$ cat src/sv/midi_event_stream_parser_core_defines.svh
// Assertion macros for the MIDI event stream parser.
// Used by the top level only; expects clk and arst_n in scope.
`ifndef MIDI_EVENT_STREAM_PARSER_CORE_DEFINES_SVH
`define MIDI_EVENT_STREAM_PARSER_CORE_DEFINES_SVH

// Same-cycle implication, checked out of reset.
`define MESP_ASSERT_NOW(label, ante, cons, msg) \
	label: assert property (@(posedge clk) disable iff (!arst_n) (ante) |-> (cons)) \
		else $error(msg);

// Next-cycle implication, checked out of reset.
`define MESP_ASSERT_NEXT(label, ante, cons, msg) \
	label: assert property (@(posedge clk) disable iff (!arst_n) (ante) |=> (cons)) \
		else $error(msg);

`endif

$ cat src/sv/mesp_pkg.sv
// Shared types and constants for the MIDI event stream parser.
// No dependencies; used by every module of the block.
`default_nettype none

package mesp_pkg;

	typedef enum logic [2:0] {
		PH_EVENT    = 3'd0,
		PH_DATA1    = 3'd1,
		PH_DATA2    = 3'd2,
		PH_SKIPLEN1 = 3'd3,
		PH_SKIPLEN2 = 3'd4,
		PH_SKIP     = 3'd5,
		PH_DELTA1   = 3'd6,
		PH_DELTA2   = 3'd7
	} phase_t;

	localparam logic [1:0] KIND_MSG  = 2'd0;
	localparam logic [1:0] KIND_WAIT = 2'd1;
	localparam logic [1:0] KIND_END  = 2'd2;

	localparam logic CFG_NOTES_MUTED = 1'b0;
	localparam logic CFG_TICK_SCALE  = 1'b1;

	localparam logic [7:0] STATUS_SYSEX  = 8'hF0;
	localparam logic [7:0] STATUS_ESCAPE = 8'hF7;
	localparam logic [7:0] STATUS_META   = 8'hFF;
	localparam logic [3:0] TYPE_NOTE_OFF = 4'h8;
	localparam logic [3:0] TYPE_NOTE_ON  = 4'h9;
	localparam logic [3:0] TYPE_PROGRAM  = 4'hC;
	localparam logic [3:0] TYPE_PRESSURE = 4'hD;

	localparam int CFG_DATA_W = 7;
	localparam int DELTA_W    = 14;
	localparam int WAIT_W     = 21;
	localparam logic [CFG_DATA_W-1:0] TICK_SCALE_RST = 7'd10;

	typedef struct packed {
		logic [7:0] track_byte;
		logic       track_start;
	} in_item_t;

	typedef struct packed {
		logic [1:0]        result_kind;
		logic [23:0]       short_message;
		logic [WAIT_W-1:0] wait_ms;
	} out_item_t;

	typedef struct packed {
		logic      fire;
		out_item_t item;
	} result_t;

endpackage

`default_nettype wire

$ cat src/sv/mesp_in_stage.sv
// Input register of the parser: holds one byte beat until the parser takes it.
// Depends on mesp_pkg.
`default_nettype none

module mesp_in_stage (
	input  wire logic              clk,
	input  wire logic              arst_n,
	input  wire logic              in_valid,
	output logic                   in_ready,
	input  wire mesp_pkg::in_item_t in_data,
	input  wire logic              advance,
	output logic                   valid_s1,
	output mesp_pkg::in_item_t     data_s1
);

	assign in_ready = !valid_s1 || advance;

	always_ff @(posedge clk or negedge arst_n) begin
		if (!arst_n) begin
			valid_s1 <= 1'b0;
		end else if (in_ready) begin
			valid_s1 <= in_valid;
		end
	end

	always_ff @(posedge clk) begin
		if (in_valid && in_ready) begin
			data_s1 <= in_data;
		end
	end

endmodule

`default_nettype wire

$ cat src/sv/mesp_parser.sv
// Parse state machine: running status, skip and delta decoding, result forming.
// Depends on mesp_pkg.
`default_nettype none

module mesp_parser (
	input  wire logic                               clk,
	input  wire logic                               arst_n,
	input  wire logic                               advance,
	input  wire mesp_pkg::in_item_t                 data_s1,
	input  wire logic                               notes_muted,
	input  wire logic [mesp_pkg::CFG_DATA_W-1:0]    tick_scale,
	output mesp_pkg::result_t                       result
);

	mesp_pkg::phase_t phase_q, phase_n, phase_eff;
	logic [7:0]  status_q, status_n, status_eff;
	logic [15:0] acc_q, acc_n;
	logic [7:0]  vlen_q, vlen_n;
	logic [mesp_pkg::DELTA_W-1:0] skip_q, skip_n, skip_len;
	logic [mesp_pkg::DELTA_W-1:0] delta;
	logic [7:0]  b;
	logic        is_data, one_data, status_muted, acc_muted, skip_status;
	logic [mesp_pkg::WAIT_W-1:0] wait_prod;

	assign b         = data_s1.track_byte;
	assign is_data   = !b[7];
	assign phase_eff = data_s1.track_start ? mesp_pkg::PH_EVENT : phase_q;
	assign status_eff = (phase_eff == mesp_pkg::PH_EVENT && !is_data) ? b : status_q;

	assign one_data = status_eff[7:4] == mesp_pkg::TYPE_PROGRAM
		|| status_eff[7:4] == mesp_pkg::TYPE_PRESSURE;
	assign status_muted = notes_muted && (status_eff[7:4] == mesp_pkg::TYPE_NOTE_OFF
		|| status_eff[7:4] == mesp_pkg::TYPE_NOTE_ON);
	assign acc_muted = notes_muted && (acc_q[7:4] == mesp_pkg::TYPE_NOTE_OFF
		|| acc_q[7:4] == mesp_pkg::TYPE_NOTE_ON);
	assign skip_status = status_eff == mesp_pkg::STATUS_SYSEX
		|| status_eff == mesp_pkg::STATUS_ESCAPE;

	// Two-byte length for a skip block: high seven bits from this byte.
	assign skip_len = {b[6:0], vlen_q[6:0]};
	assign delta = (phase_eff == mesp_pkg::PH_DELTA1) ? {7'd0, b[6:0]} : {b[6:0], vlen_q[6:0]};
	assign wait_prod = {7'd0, delta} * {14'd0, tick_scale};

	// Next state.
	always_comb begin
		phase_n  = phase_eff;
		status_n = status_eff;
		acc_n    = acc_q;
		vlen_n   = vlen_q;
		skip_n   = skip_q;
		case (phase_eff)
			mesp_pkg::PH_EVENT, mesp_pkg::PH_DATA1: begin
				if (phase_eff == mesp_pkg::PH_EVENT && skip_status) begin
					if (!is_data) begin
						phase_n = mesp_pkg::PH_SKIPLEN1;
					end else begin
						skip_n  = {7'd0, b[6:0]};
						phase_n = (b[6:0] == 7'd0) ? mesp_pkg::PH_DELTA1 : mesp_pkg::PH_SKIP;
					end
				end else if (phase_eff == mesp_pkg::PH_EVENT
						&& status_eff == mesp_pkg::STATUS_META) begin
					phase_n = mesp_pkg::PH_EVENT;
				end else if (phase_eff == mesp_pkg::PH_EVENT && !is_data) begin
					phase_n = mesp_pkg::PH_DATA1;
				end else begin
					acc_n   = {b, status_eff};
					phase_n = one_data ? mesp_pkg::PH_DELTA1 : mesp_pkg::PH_DATA2;
				end
			end
			mesp_pkg::PH_DATA2: begin
				phase_n = b[7] ? mesp_pkg::PH_EVENT : mesp_pkg::PH_DELTA1;
			end
			mesp_pkg::PH_SKIPLEN1: begin
				if (b[7]) begin
					vlen_n  = b;
					phase_n = mesp_pkg::PH_SKIPLEN2;
				end else begin
					skip_n  = {7'd0, b[6:0]};
					phase_n = (b[6:0] == 7'd0) ? mesp_pkg::PH_DELTA1 : mesp_pkg::PH_SKIP;
				end
			end
			mesp_pkg::PH_SKIPLEN2: begin
				skip_n  = skip_len;
				phase_n = (skip_len == '0) ? mesp_pkg::PH_DELTA1 : mesp_pkg::PH_SKIP;
			end
			mesp_pkg::PH_SKIP: begin
				skip_n = skip_q - 1'b1;
				if (skip_n == '0) begin
					phase_n = mesp_pkg::PH_DELTA1;
				end
			end
			mesp_pkg::PH_DELTA1: begin
				if (b[7]) begin
					vlen_n  = b;
					phase_n = mesp_pkg::PH_DELTA2;
				end else begin
					phase_n = mesp_pkg::PH_EVENT;
				end
			end
			mesp_pkg::PH_DELTA2: begin
				phase_n = mesp_pkg::PH_EVENT;
			end
			default: begin
				phase_n = mesp_pkg::PH_EVENT;
			end
		endcase
	end

	// Result for the current beat.
	always_comb begin
		result = '0;
		case (phase_eff)
			mesp_pkg::PH_EVENT: begin
				if (!skip_status && status_eff == mesp_pkg::STATUS_META) begin
					result.fire             = 1'b1;
					result.item.result_kind = mesp_pkg::KIND_END;
				end else if (!skip_status && is_data && one_data && !status_muted) begin
					result.fire               = 1'b1;
					result.item.result_kind   = mesp_pkg::KIND_MSG;
					result.item.short_message = {8'd0, b, status_eff};
				end
			end
			mesp_pkg::PH_DATA1: begin
				if (one_data && !status_muted) begin
					result.fire               = 1'b1;
					result.item.result_kind   = mesp_pkg::KIND_MSG;
					result.item.short_message = {8'd0, b, status_eff};
				end
			end
			mesp_pkg::PH_DATA2: begin
				if (!acc_muted) begin
					result.fire               = 1'b1;
					result.item.result_kind   = mesp_pkg::KIND_MSG;
					result.item.short_message = {1'b0, b[6:0], acc_q};
				end
			end
			mesp_pkg::PH_DELTA1, mesp_pkg::PH_DELTA2: begin
				if ((phase_eff == mesp_pkg::PH_DELTA2 || !b[7]) && delta != '0) begin
					result.fire             = 1'b1;
					result.item.result_kind = mesp_pkg::KIND_WAIT;
					result.item.wait_ms     = wait_prod;
				end
			end
			default: begin
				result = '0;
			end
		endcase
	end

	always_ff @(posedge clk or negedge arst_n) begin
		if (!arst_n) begin
			phase_q  <= mesp_pkg::PH_EVENT;
			status_q <= '0;
			acc_q    <= '0;
			vlen_q   <= '0;
			skip_q   <= '0;
		end else if (advance) begin
			phase_q  <= phase_n;
			status_q <= status_n;
			acc_q    <= acc_n;
			vlen_q   <= vlen_n;
			skip_q   <= skip_n;
		end
	end

endmodule

`default_nettype wire

$ cat src/sv/mesp_out_stage.sv
// Result register: holds a result beat until the sink takes it.
// Depends on mesp_pkg.
`default_nettype none

module mesp_out_stage (
	input  wire logic               clk,
	input  wire logic               arst_n,
	input  wire logic               advance,
	input  wire mesp_pkg::result_t  result,
	output logic                    free,
	output logic                    out_valid,
	input  wire logic               out_ready,
	output mesp_pkg::out_item_t     out_data
);

	mesp_pkg::out_item_t data_q;
	logic                valid_q;

	assign free      = !valid_q || out_ready;
	assign out_valid = valid_q;
	assign out_data  = data_q;

	always_ff @(posedge clk or negedge arst_n) begin
		if (!arst_n) begin
			valid_q <= 1'b0;
		end else if (advance) begin
			valid_q <= result.fire;
		end else if (out_ready) begin
			valid_q <= 1'b0;
		end
	end

	always_ff @(posedge clk) begin
		if (advance && result.fire) begin
			data_q <= result.item;
		end
	end

endmodule

`default_nettype wire

$ cat src/sv/midi_event_stream_parser_core.sv
// MIDI track event parser with running status, one track byte per beat.
// Path: an accepted byte waits in the input register; its result is then written to the result register.
// Throughput: one byte per cycle; a stalled result register holds the input register.
// Each byte is decoded by one pass of logic between the input and result registers.
// Reset (arst_n low, asynchronous): parser expects an event, running status 0,
// notes_muted 0, tick_scale 10, both registers empty.
`default_nettype none
`include "midi_event_stream_parser_core_defines.svh"

module midi_event_stream_parser_core (
	input  wire logic                             clk,
	input  wire logic                             arst_n,
	input  wire logic                             in_valid,
	output logic                                  in_ready,
	input  wire mesp_pkg::in_item_t               in_data,
	output logic                                  out_valid,
	input  wire logic                             out_ready,
	output mesp_pkg::out_item_t                   out_data,
	input  wire logic                             cfg_we,
	input  wire logic                             cfg_index,
	input  wire logic [mesp_pkg::CFG_DATA_W-1:0]  cfg_wdata
);

	logic                            notes_muted_q;
	logic [mesp_pkg::CFG_DATA_W-1:0] tick_scale_q;
	logic                            valid_s1;
	mesp_pkg::in_item_t              data_s1;
	logic                            free;
	logic                            advance;
	mesp_pkg::result_t               result;

	assign advance = valid_s1 && free;

	always_ff @(posedge clk or negedge arst_n) begin
		if (!arst_n) begin
			notes_muted_q <= 1'b0;
			tick_scale_q  <= mesp_pkg::TICK_SCALE_RST;
		end else if (cfg_we) begin
			case (cfg_index)
				mesp_pkg::CFG_NOTES_MUTED: notes_muted_q <= cfg_wdata[0];
				mesp_pkg::CFG_TICK_SCALE:  tick_scale_q  <= cfg_wdata;
				default: ;
			endcase
		end
	end

	mesp_in_stage u_in_stage (
		.clk      (clk),
		.arst_n   (arst_n),
		.in_valid (in_valid),
		.in_ready (in_ready),
		.in_data  (in_data),
		.advance  (advance),
		.valid_s1 (valid_s1),
		.data_s1  (data_s1)
	);

	mesp_parser u_parser (
		.clk         (clk),
		.arst_n      (arst_n),
		.advance     (advance),
		.data_s1     (data_s1),
		.notes_muted (notes_muted_q),
		.tick_scale  (tick_scale_q),
		.result      (result)
	);

	mesp_out_stage u_out_stage (
		.clk       (clk),
		.arst_n    (arst_n),
		.advance   (advance),
		.result    (result),
		.free      (free),
		.out_valid (out_valid),
		.out_ready (out_ready),
		.out_data  (out_data)
	);

	// Hold the buffered byte while the result register is blocked.
	`MESP_ASSERT_NEXT(a_hold_s1, valid_s1 && out_valid && !out_ready, valid_s1,
		"input beat dropped while result stalled")
	`MESP_ASSERT_NEXT(a_take_s1, in_valid && in_ready, valid_s1,
		"accepted beat not buffered")
	`MESP_ASSERT_NOW(a_msg_only, out_valid && out_data.result_kind != mesp_pkg::KIND_MSG,
		out_data.short_message == '0, "message field set in non-message result")
	`MESP_ASSERT_NOW(a_wait_only, out_valid && out_data.result_kind != mesp_pkg::KIND_WAIT,
		out_data.wait_ms == '0, "wait field set in non-wait result")

endmodule

`default_nettype wire

$ cat config.mk
export PLATFORM = sky130hd
export DESIGN_NAME = midi_event_stream_parser_core
export DESIGN_NICKNAME = d
export VERILOG_FILES = /design/src/sv/mesp_pkg.sv /design/src/sv/mesp_in_stage.sv /design/src/sv/mesp_parser.sv /design/src/sv/mesp_out_stage.sv /design/src/sv/midi_event_stream_parser_core.sv
export VERILOG_INCLUDE_DIRS = /design/src /design/src/sv
export SDC_FILE = /design/constraint.sdc
export NUM_CORES = 1
export LEC_CHECK = 0
export CAP_MARGIN = 20
export CORE_ASPECT_RATIO = 0.6
export CORE_UTILIZATION = 50
export DETAILED_ROUTE_END_ITERATION = 7
export DONT_BUFFER_PORTS = 1
export GPL_TIMING_DRIVEN = 0
export PLACE_DENSITY = 0.63
export SKIP_CTS_REPAIR_TIMING = 1
export SLEW_MARGIN = 20
export SYNTH_ARGS = -nofsm -noshare
export SYNTH_HDL_FRONTEND = slang
export SYNTH_SLANG_ARGS = --single-unit
$ cat constraint.sdc
create_clock -name clk -period 13.4 [get_ports clk]
set_clock_uncertainty 0.05 [all_clocks]
set_input_delay 1.34 -clock clk [delete_from_list [all_inputs] [get_ports clk]]
set_output_delay 1.34 -clock clk [all_outputs]
set_load 0.01 [all_outputs]
==> results of run 1 <==
flip-flops by register name (all words and copies together), names as in the netlist:
signal and count:
u_in_stage.valid_s1 1, u_out_stage.out_data 46, u_in_stage.data_s1 9, u_parser.acc_q 16, tick_scale_q 7, u_out_stage.out_valid 1, u_parser.vlen_q 7, u_parser.skip_q 14
notes_muted_q 1, u_parser.phase_q 3, u_parser.status_q 8
metrics by stage:
stage	util	instance area, sq um	instances
CTS	0.578	9580	1150
global placement	0.539	8930	1116
finish	0.578	9580	1151
detailed placement	0.543	9000	1118
floorplan	-	8640	888
global route	0.578	9580	1150
per-layer routing:
| metal | vias to the layer above | GRT usage |
|---|---|---|
| met5 | - | 0 |
| met4 | 0 | 0.0638 |
| met3 | 21 | 0.0613 |
| met2 | 298 | 0.344 |
| met1 | 3368 | 0.444 |
| li1 | 3114 | - |
worst reg2reg max path, delay by kind of cell (launching register included):
kind	cells	cell delay, ns
buffers and inverters	4	0.52
multiplexers	1	0.21
flip-flops	1	0.49
AND/OR/NAND/NOR	3	0.66
AO/OA/AOI/OAI	5	1.81
adder cells (fa/ha/maj)	5	2.47
cells by family after synthesis:
group / after synthesis
and+or+nand+nor: 324
other: 1
buffers and inverters: 136
DFF: 113
xor gates and xnor gates: 18
adders and majority gates: 100
AOI/OAI and AO/OA: 164
muxes: 32
final timing paths:
check / endpoint / slack, ns / cells after the start
max reg2reg: u_out_stage.out_data[20]$_SDFFCE_PN0P_ / 7.05 / 18
min in group asynchronous: u_parser.acc_q[1]$_DFFE_PN0P_ / 0.55 / 0
max: u_out_stage.out_data[20]$_SDFFCE_PN0P_ / 7.05 / 18
min: u_parser.acc_q[10]$_DFFE_PN0P_ / 0.46 / 1
min reg2reg: u_parser.acc_q[10]$_DFFE_PN0P_ / 0.46 / 1
max in group asynchronous: tick_scale_q[3]$_DFFE_PN1P_ / 12.52 / 0
Yosys cell counts (21+ instances only):
cell type | count | area share
and3_1 | 31 | 0.022
nor2b_1 | 33 | 0.024
edfxtp_1 | 55 | 0.19
o21ai_0 | 62 | 0.036
ha_1 | 41 | 0.059
fa_1 | 59 | 0.14
nand3_1 | 21 | 0.012
inv_1 | 90 | 0.039
a21oi_1 | 33 | 0.019
nand2_1 | 71 | 0.031
dfrtp_1 | 56 | 0.16
clkbuf_1 | 32 | 0.014
nor2_1 | 56 | 0.024
area by class of cell:
cell class / count / area (sq um)
diodes: 1 / 2.50
plain buffers: 45 / 200
clock buffers: 17 / 425
clock inverters: 15 / 160
fillers: 1473 / 6990
inverters: 91 / 342
multi-input cells: 639 / 5010
flip-flops and latches: 113 / 3110
well taps: 228 / 285
repair buffers: 2 / 55.1
==> impl_metrics.env, run 1 <==
export IMPL_slew_headroom=0.460
export IMPL_final_common_cell="inv_1"
export IMPL_fin_tns_setup_ns=0
export IMPL_path_max_fanout=10
export IMPL_slowest_stage="a21oi_1"
export IMPL_period_minus_slack_ns=6.35
export IMPL_antenna_found_initial=1
export IMPL_hold_slack_ns=0.461
export IMPL_clk_latency_ns=0.43
export IMPL_clock_sinks=113
export IMPL_timing_max_cap_violations=0
export IMPL_crit_arrival_ns=6.57
export IMPL_synth_fp_nets=1010
export IMPL_fp_dieH_microns=104
export IMPL_drive_gt1_frac=0.0922
export IMPL_highest_layer="met4"
export IMPL_synth_main_ff_cell="dfrtp_1"
export IMPL_dp_hpwl_microns=17200
export IMPL_dp_slack_ns=7.10
export IMPL_via_count=6801
export IMPL_finalSetupViolations=0
export IMPL_synthArstFlopShare=0.513
export IMPL_synth_simple_gate_area_frac=0.203
export IMPL_worst_setup_path_start_kind="flip-flop"
export IMPL_netlist_area_sq_um=8640
export IMPL_path_class="flip-flop to flip-flop"
export IMPL_fp_dieW_microns=172
export IMPL_cts_tree="built"
export IMPL_finalCritPeriodShare=0.474
export IMPL_clkSlewWorstSetupHoldPaths_ns=0.06
export IMPL_drtIter0Drc=607
export IMPL_drt_pass1_iterations=6
export IMPL_die_area_sq_um=17800
export IMPL_drv_slew=0
export IMPL_routed_wirelength_microns=22600
export IMPL_coreArea_sq_um=16600
export IMPL_r2r_start="u_in_stage.data_s1[0]$_DFFE_PP_"
export IMPL_synth_top_family_by_area="simple AND/OR/NAND/NOR gates"
export IMPL_placementRows=36
export IMPL_synth_adder_area_share=0.196
export IMPL_synthXorXnorAreaFrac=0.0182
export IMPL_final_cell_mix="90 x inv_1, 71 x nand2_1, 62 x o21ai_0"
export IMPL_synth_avg_cell_area_sq_um=9.73
export IMPL_synthMuxAreaShare=0.0420
export IMPL_grt_pass1_wl_microns=36100
export IMPL_drcViolationCount=0
export IMPL_critPathTopFamily="adder cells"
export IMPL_floorplan_initialDensity=0.522
export IMPL_top_level_ports=71
export IMPL_rsz0062_at_grt="no"
export IMPL_htree_num_levels=4
export IMPL_synth_seq_cells=113
export IMPL_hp_start="u_parser.acc_q[10]$_DFFE_PN0P_"
export IMPL_worst_slew_pin_slew_ns=0.787
export IMPL_gp_congestion=0.909
export IMPL_yosysSeqAreaShare=0.359
export IMPL_ys_warn_count=0
export IMPL_crit_top_cell="fa_1"
export IMPL_cts_made_buffers=17
export IMPL_syn_instance_count=888
export IMPL_hp_class="flip-flop to flip-flop"
export IMPL_hold_viol_final=0
export IMPL_via_per_inst=5.91
export IMPL_ant_nets=0
export IMPL_critPathLaunch="u_in_stage.data_s1[0]$_DFFE_PP_"
export IMPL_endpoint_kind="flip-flop"
export IMPL_cp_cell_sequence="nand4bb_1, buf_4, clkbuf_1, a21oi_1, nor2b_1, fa_1, fa_1, fa_1, inv_1, fa_1, inv_1, ha_1, and3_1, a221o_1, a21oi_1, a32oi_1, a31oi_1, mux2i_1"
export IMPL_setup_slack_ns=7.05
export IMPL_slowest_delay_ns=0.60
export IMPL_cp_buffers_inverters=4
export IMPL_max_clock_path_buffers=2
export IMPL_syn_to_final_growth_pct=10.9
export IMPL_synth_cell_types=71
export IMPL_grt_ovfl_total=0
export IMPL_root_buffer="clkbuf_16"
export IMPL_synth_edf_count=55
export IMPL_io_buffers=0
export IMPL_fin_nets=1031
export IMPL_crit_required_ns=13.62
export IMPL_grt_max_degree=59
export IMPL_first_global_vias=6412
export IMPL_grt_use_total=0.269
export IMPL_status="complete, no violations"
export IMPL_dr_wl_met3_microns=1950
export IMPL_wl_met1_microns=11500
export IMPL_fmax_mhz=157
export IMPL_avgRoutedWirePerCell_microns=19.6
export IMPL_wl_met2_microns=8890
export IMPL_synth_compound_area_frac=0.119
Power of run 1 is not shown: default switching activity piles up to over one toggle a cycle in this logic, so the estimate is an artifact.
==> inputs of run 2 (changes only) <==
clock period = 6.3 ns   (was 13.4 ns; I/O delays follow)
==> run 2 against run 1 <==
  * Critical path depth increased by 1
  * Clock-buffer cell count is the same
  * Die area did not move
  * Maximum frequency increased by 6.3%
  * First-iteration DRC count rose by 8.4%
  * Non-clock buffer count increased by 2
  * Critical endpoint unchanged
  * Setup slack got worse by 6.7 ns
  * Sequential share of layout area fell by 0.19 points
==> impl_metrics.env, run 2 (synthesized netlist as in run 1, its figures left out) <==
export IMPL_timing_reg2reg_setup_slack_ns=0.32
export IMPL_timing_max_cap_violations=0
export IMPL_period_minus_slack_ns=5.98
export IMPL_p_int_mw=3.24
export IMPL_clkSlewWorstSetupHoldPaths_ns=0.06
export IMPL_fin_tns_setup_ns=0
export IMPL_clock_sinks=113
export IMPL_power_switching_mw=2.99
export IMPL_routed_wirelength_microns=22800
export IMPL_coreArea_sq_um=16600
export IMPL_via_per_inst=5.90
export IMPL_die_area_sq_um=17800
export IMPL_grt_use_total=0.269
export IMPL_ff2ff_path_depth=19
export IMPL_endpoint_kind="flip-flop"
export IMPL_fp_dieW_microns=172
export IMPL_cp_endpoint="u_out_stage.out_data[20]$_SDFFCE_PN0P_"
export IMPL_hold_viol_final=0
export IMPL_finalCritPeriodShare=0.949
export IMPL_crit_required_ns=6.42
export IMPL_floorplan_initialDensity=0.522
export IMPL_clk_latency_ns=0.43
export IMPL_root_buffer="clkbuf_16"
export IMPL_placementRows=36
export IMPL_final_area_sq_um=9640
export IMPL_p_comb_frac=0.641
export IMPL_critPathTopFamily="adder cells"
export IMPL_power_leakage_nw=4.22
export IMPL_final_common_cell="inv_1"
export IMPL_crit_arrival_ns=6.09
export IMPL_power_density_nw_per_um2=646
export IMPL_grt_pass1_wl_microns=36100
export IMPL_rsz0062_at_grt="no"
export IMPL_top_level_ports=71
export IMPL_critPathLaunch="u_in_stage.data_s1[0]$_DFFE_PP_"
export IMPL_fmax_mhz=167
export IMPL_cts_tree="built"
export IMPL_fin_nets=1033
export IMPL_drcViolationCount=0
export IMPL_fp_dieH_microns=104
export IMPL_slowest_delay_ns=0.60
export IMPL_seqPwrFrac=0.204
export IMPL_ant_nets=0
export IMPL_gp_congestion=0.909
export IMPL_grt_ovfl_total=0
export IMPL_slowest_stage="mux2i_1"
export IMPL_first_global_vias=6412
export IMPL_cp_cell_sequence="nand4bb_1, buf_4, mux2i_1, and2b_1, fa_1, inv_1, fa_1, inv_1, fa_1, inv_1, fa_1, inv_1, ha_1, o21ai_0, o211ai_1, nand4b_1, a32oi_1, a31oi_1, mux2i_1"
export IMPL_reg2reg_to="u_out_stage.out_data[20]$_SDFFCE_PN0P_"
export IMPL_syn_to_final_growth_pct=11.5
export IMPL_fin_cells=1153
export IMPL_crit_cells=19
export IMPL_via_count=6798
export IMPL_cp_buffers_inverters=5
export IMPL_drt_pass1_iterations=8
export IMPL_drive_gt1_frac=0.0996
export IMPL_drv_slew=0
export IMPL_path_max_fanout=8
export IMPL_dp_cells=1118
export IMPL_clockPowerShare=0.156
export IMPL_dp_hpwl_microns=17200
export IMPL_antenna_found_initial=1
export IMPL_io_buffers=0
export IMPL_htree_num_levels=4
export IMPL_dpl_instance_area_sq_um=9000
export IMPL_finish_utilization=0.582
export IMPL_fill_cells=1471
export IMPL_grt_max_degree=59
export IMPL_status="complete, no violations"
export IMPL_worst_setup_path_start_kind="flip-flop"
export IMPL_worst_slew_pin_slew_ns=0.753
export IMPL_path_class="flip-flop to flip-flop"
export IMPL_hp_class="input port to async pin"
export IMPL_max_clock_path_buffers=2
export IMPL_cts_made_buffers=17
export IMPL_slew_headroom=0.484
export IMPL_largest_reg_flops=46
export IMPL_finalSetupViolations=0
export IMPL_avgRoutedWirePerCell_microns=19.7
export IMPL_swShare=0.480
export IMPL_r2r_start="u_in_stage.data_s1[0]$_DFFE_PP_"
export IMPL_drtIter0Drc=658
export IMPL_ir_worst_vdd_mv=0.446
export IMPL_final_cell_mix="90 x inv_1, 71 x nand2_1, 62 x o21ai_0"
## run 2: cell count changes in the layout (fill, tap and decap cells not counted), sizes merged
cell / delta
buf: +1
dlygate4sd3: +1
## run 2: per-stage QoR
stage | power [mW] | hold slack, ns | worst slack [ns]
after floorplan | 4.28 | 0.284 | 0.759
after global placement | 5.05 | 0.286 | -1.09
after detailed placement | 5.16 | 0.286 | 0.00113
after CTS | 6.17 | -0.170 | -0.0389
after global routing | 6.83 | 0.0171 | 0.0593
final | 6.23 | 0.00190 | 0.324
## run 2: per-layer routing
layer | vias to the layer above | wire, microns | share of wire | GRT usage
met2 | 289 | 8950 | 0.39 | 0.344
li1 | 3108 | - | - | -
met4 | 0 | 215 | 0.0094 | 0.0638
met1 | 3382 | 11800 | 0.52 | 0.444
met3 | 19 | 1820 | 0.080 | 0.0613
met5 | - | 0 | 0 | 0
## run 2: power by group through the flow
stage	registers [mW]	logic [mW]	clock network [mW]
after floorplan	1.22	3.06	0
final	1.27	3.99	0.970
after global routing	1.30	4.52	1.02
after CTS	1.26	3.93	0.979
after detailed placement	1.27	3.89	0
after global placement	1.28	3.77	0
## run 2: layout make-up
| cell class | instances | area (sq um) | share of cell area |
|---|---|---|---|
| clock inverter | 15 | 160 | 0.0166 |
| tap | 228 | 285 | 0.0296 |
| inverter | 91 | 342 | 0.0354 |
| sequential | 113 | 3110 | 0.322 |
| timing repair buffer | 4 | 92.6 | 0.00961 |
| buffer | 45 | 203 | 0.0210 |
| multi-input combinational | 639 | 5020 | 0.521 |
| antenna | 1 | 2.50 | 0.000260 |
| clock buffer | 17 | 425 | 0.0441 |
## run 2: worst min-delay path by stage
stage / from / end / slack, ns / depth (start not counted)
finish: arst_n / u_parser.acc_q[1]$_DFFE_PN0P_ / 0.002 / 1
global route: arst_n / u_parser.acc_q[2]$_DFFE_PN0P_ / 0.02 / 1
CTS: arst_n / u_parser.acc_q[1]$_DFFE_PN0P_ / -0.17 / 0
detailed placement: arst_n / u_parser.acc_q[2]$_DFFE_PN0P_ / 0.29 / 0
global placement: arst_n / u_parser.acc_q[1]$_DFFE_PN0P_ / 0.29 / 0
floorplan: arst_n / notes_muted_q$_DFFE_PN0P_ / 0.28 / 0
Note: power is estimated with default switching activity, not from simulation.
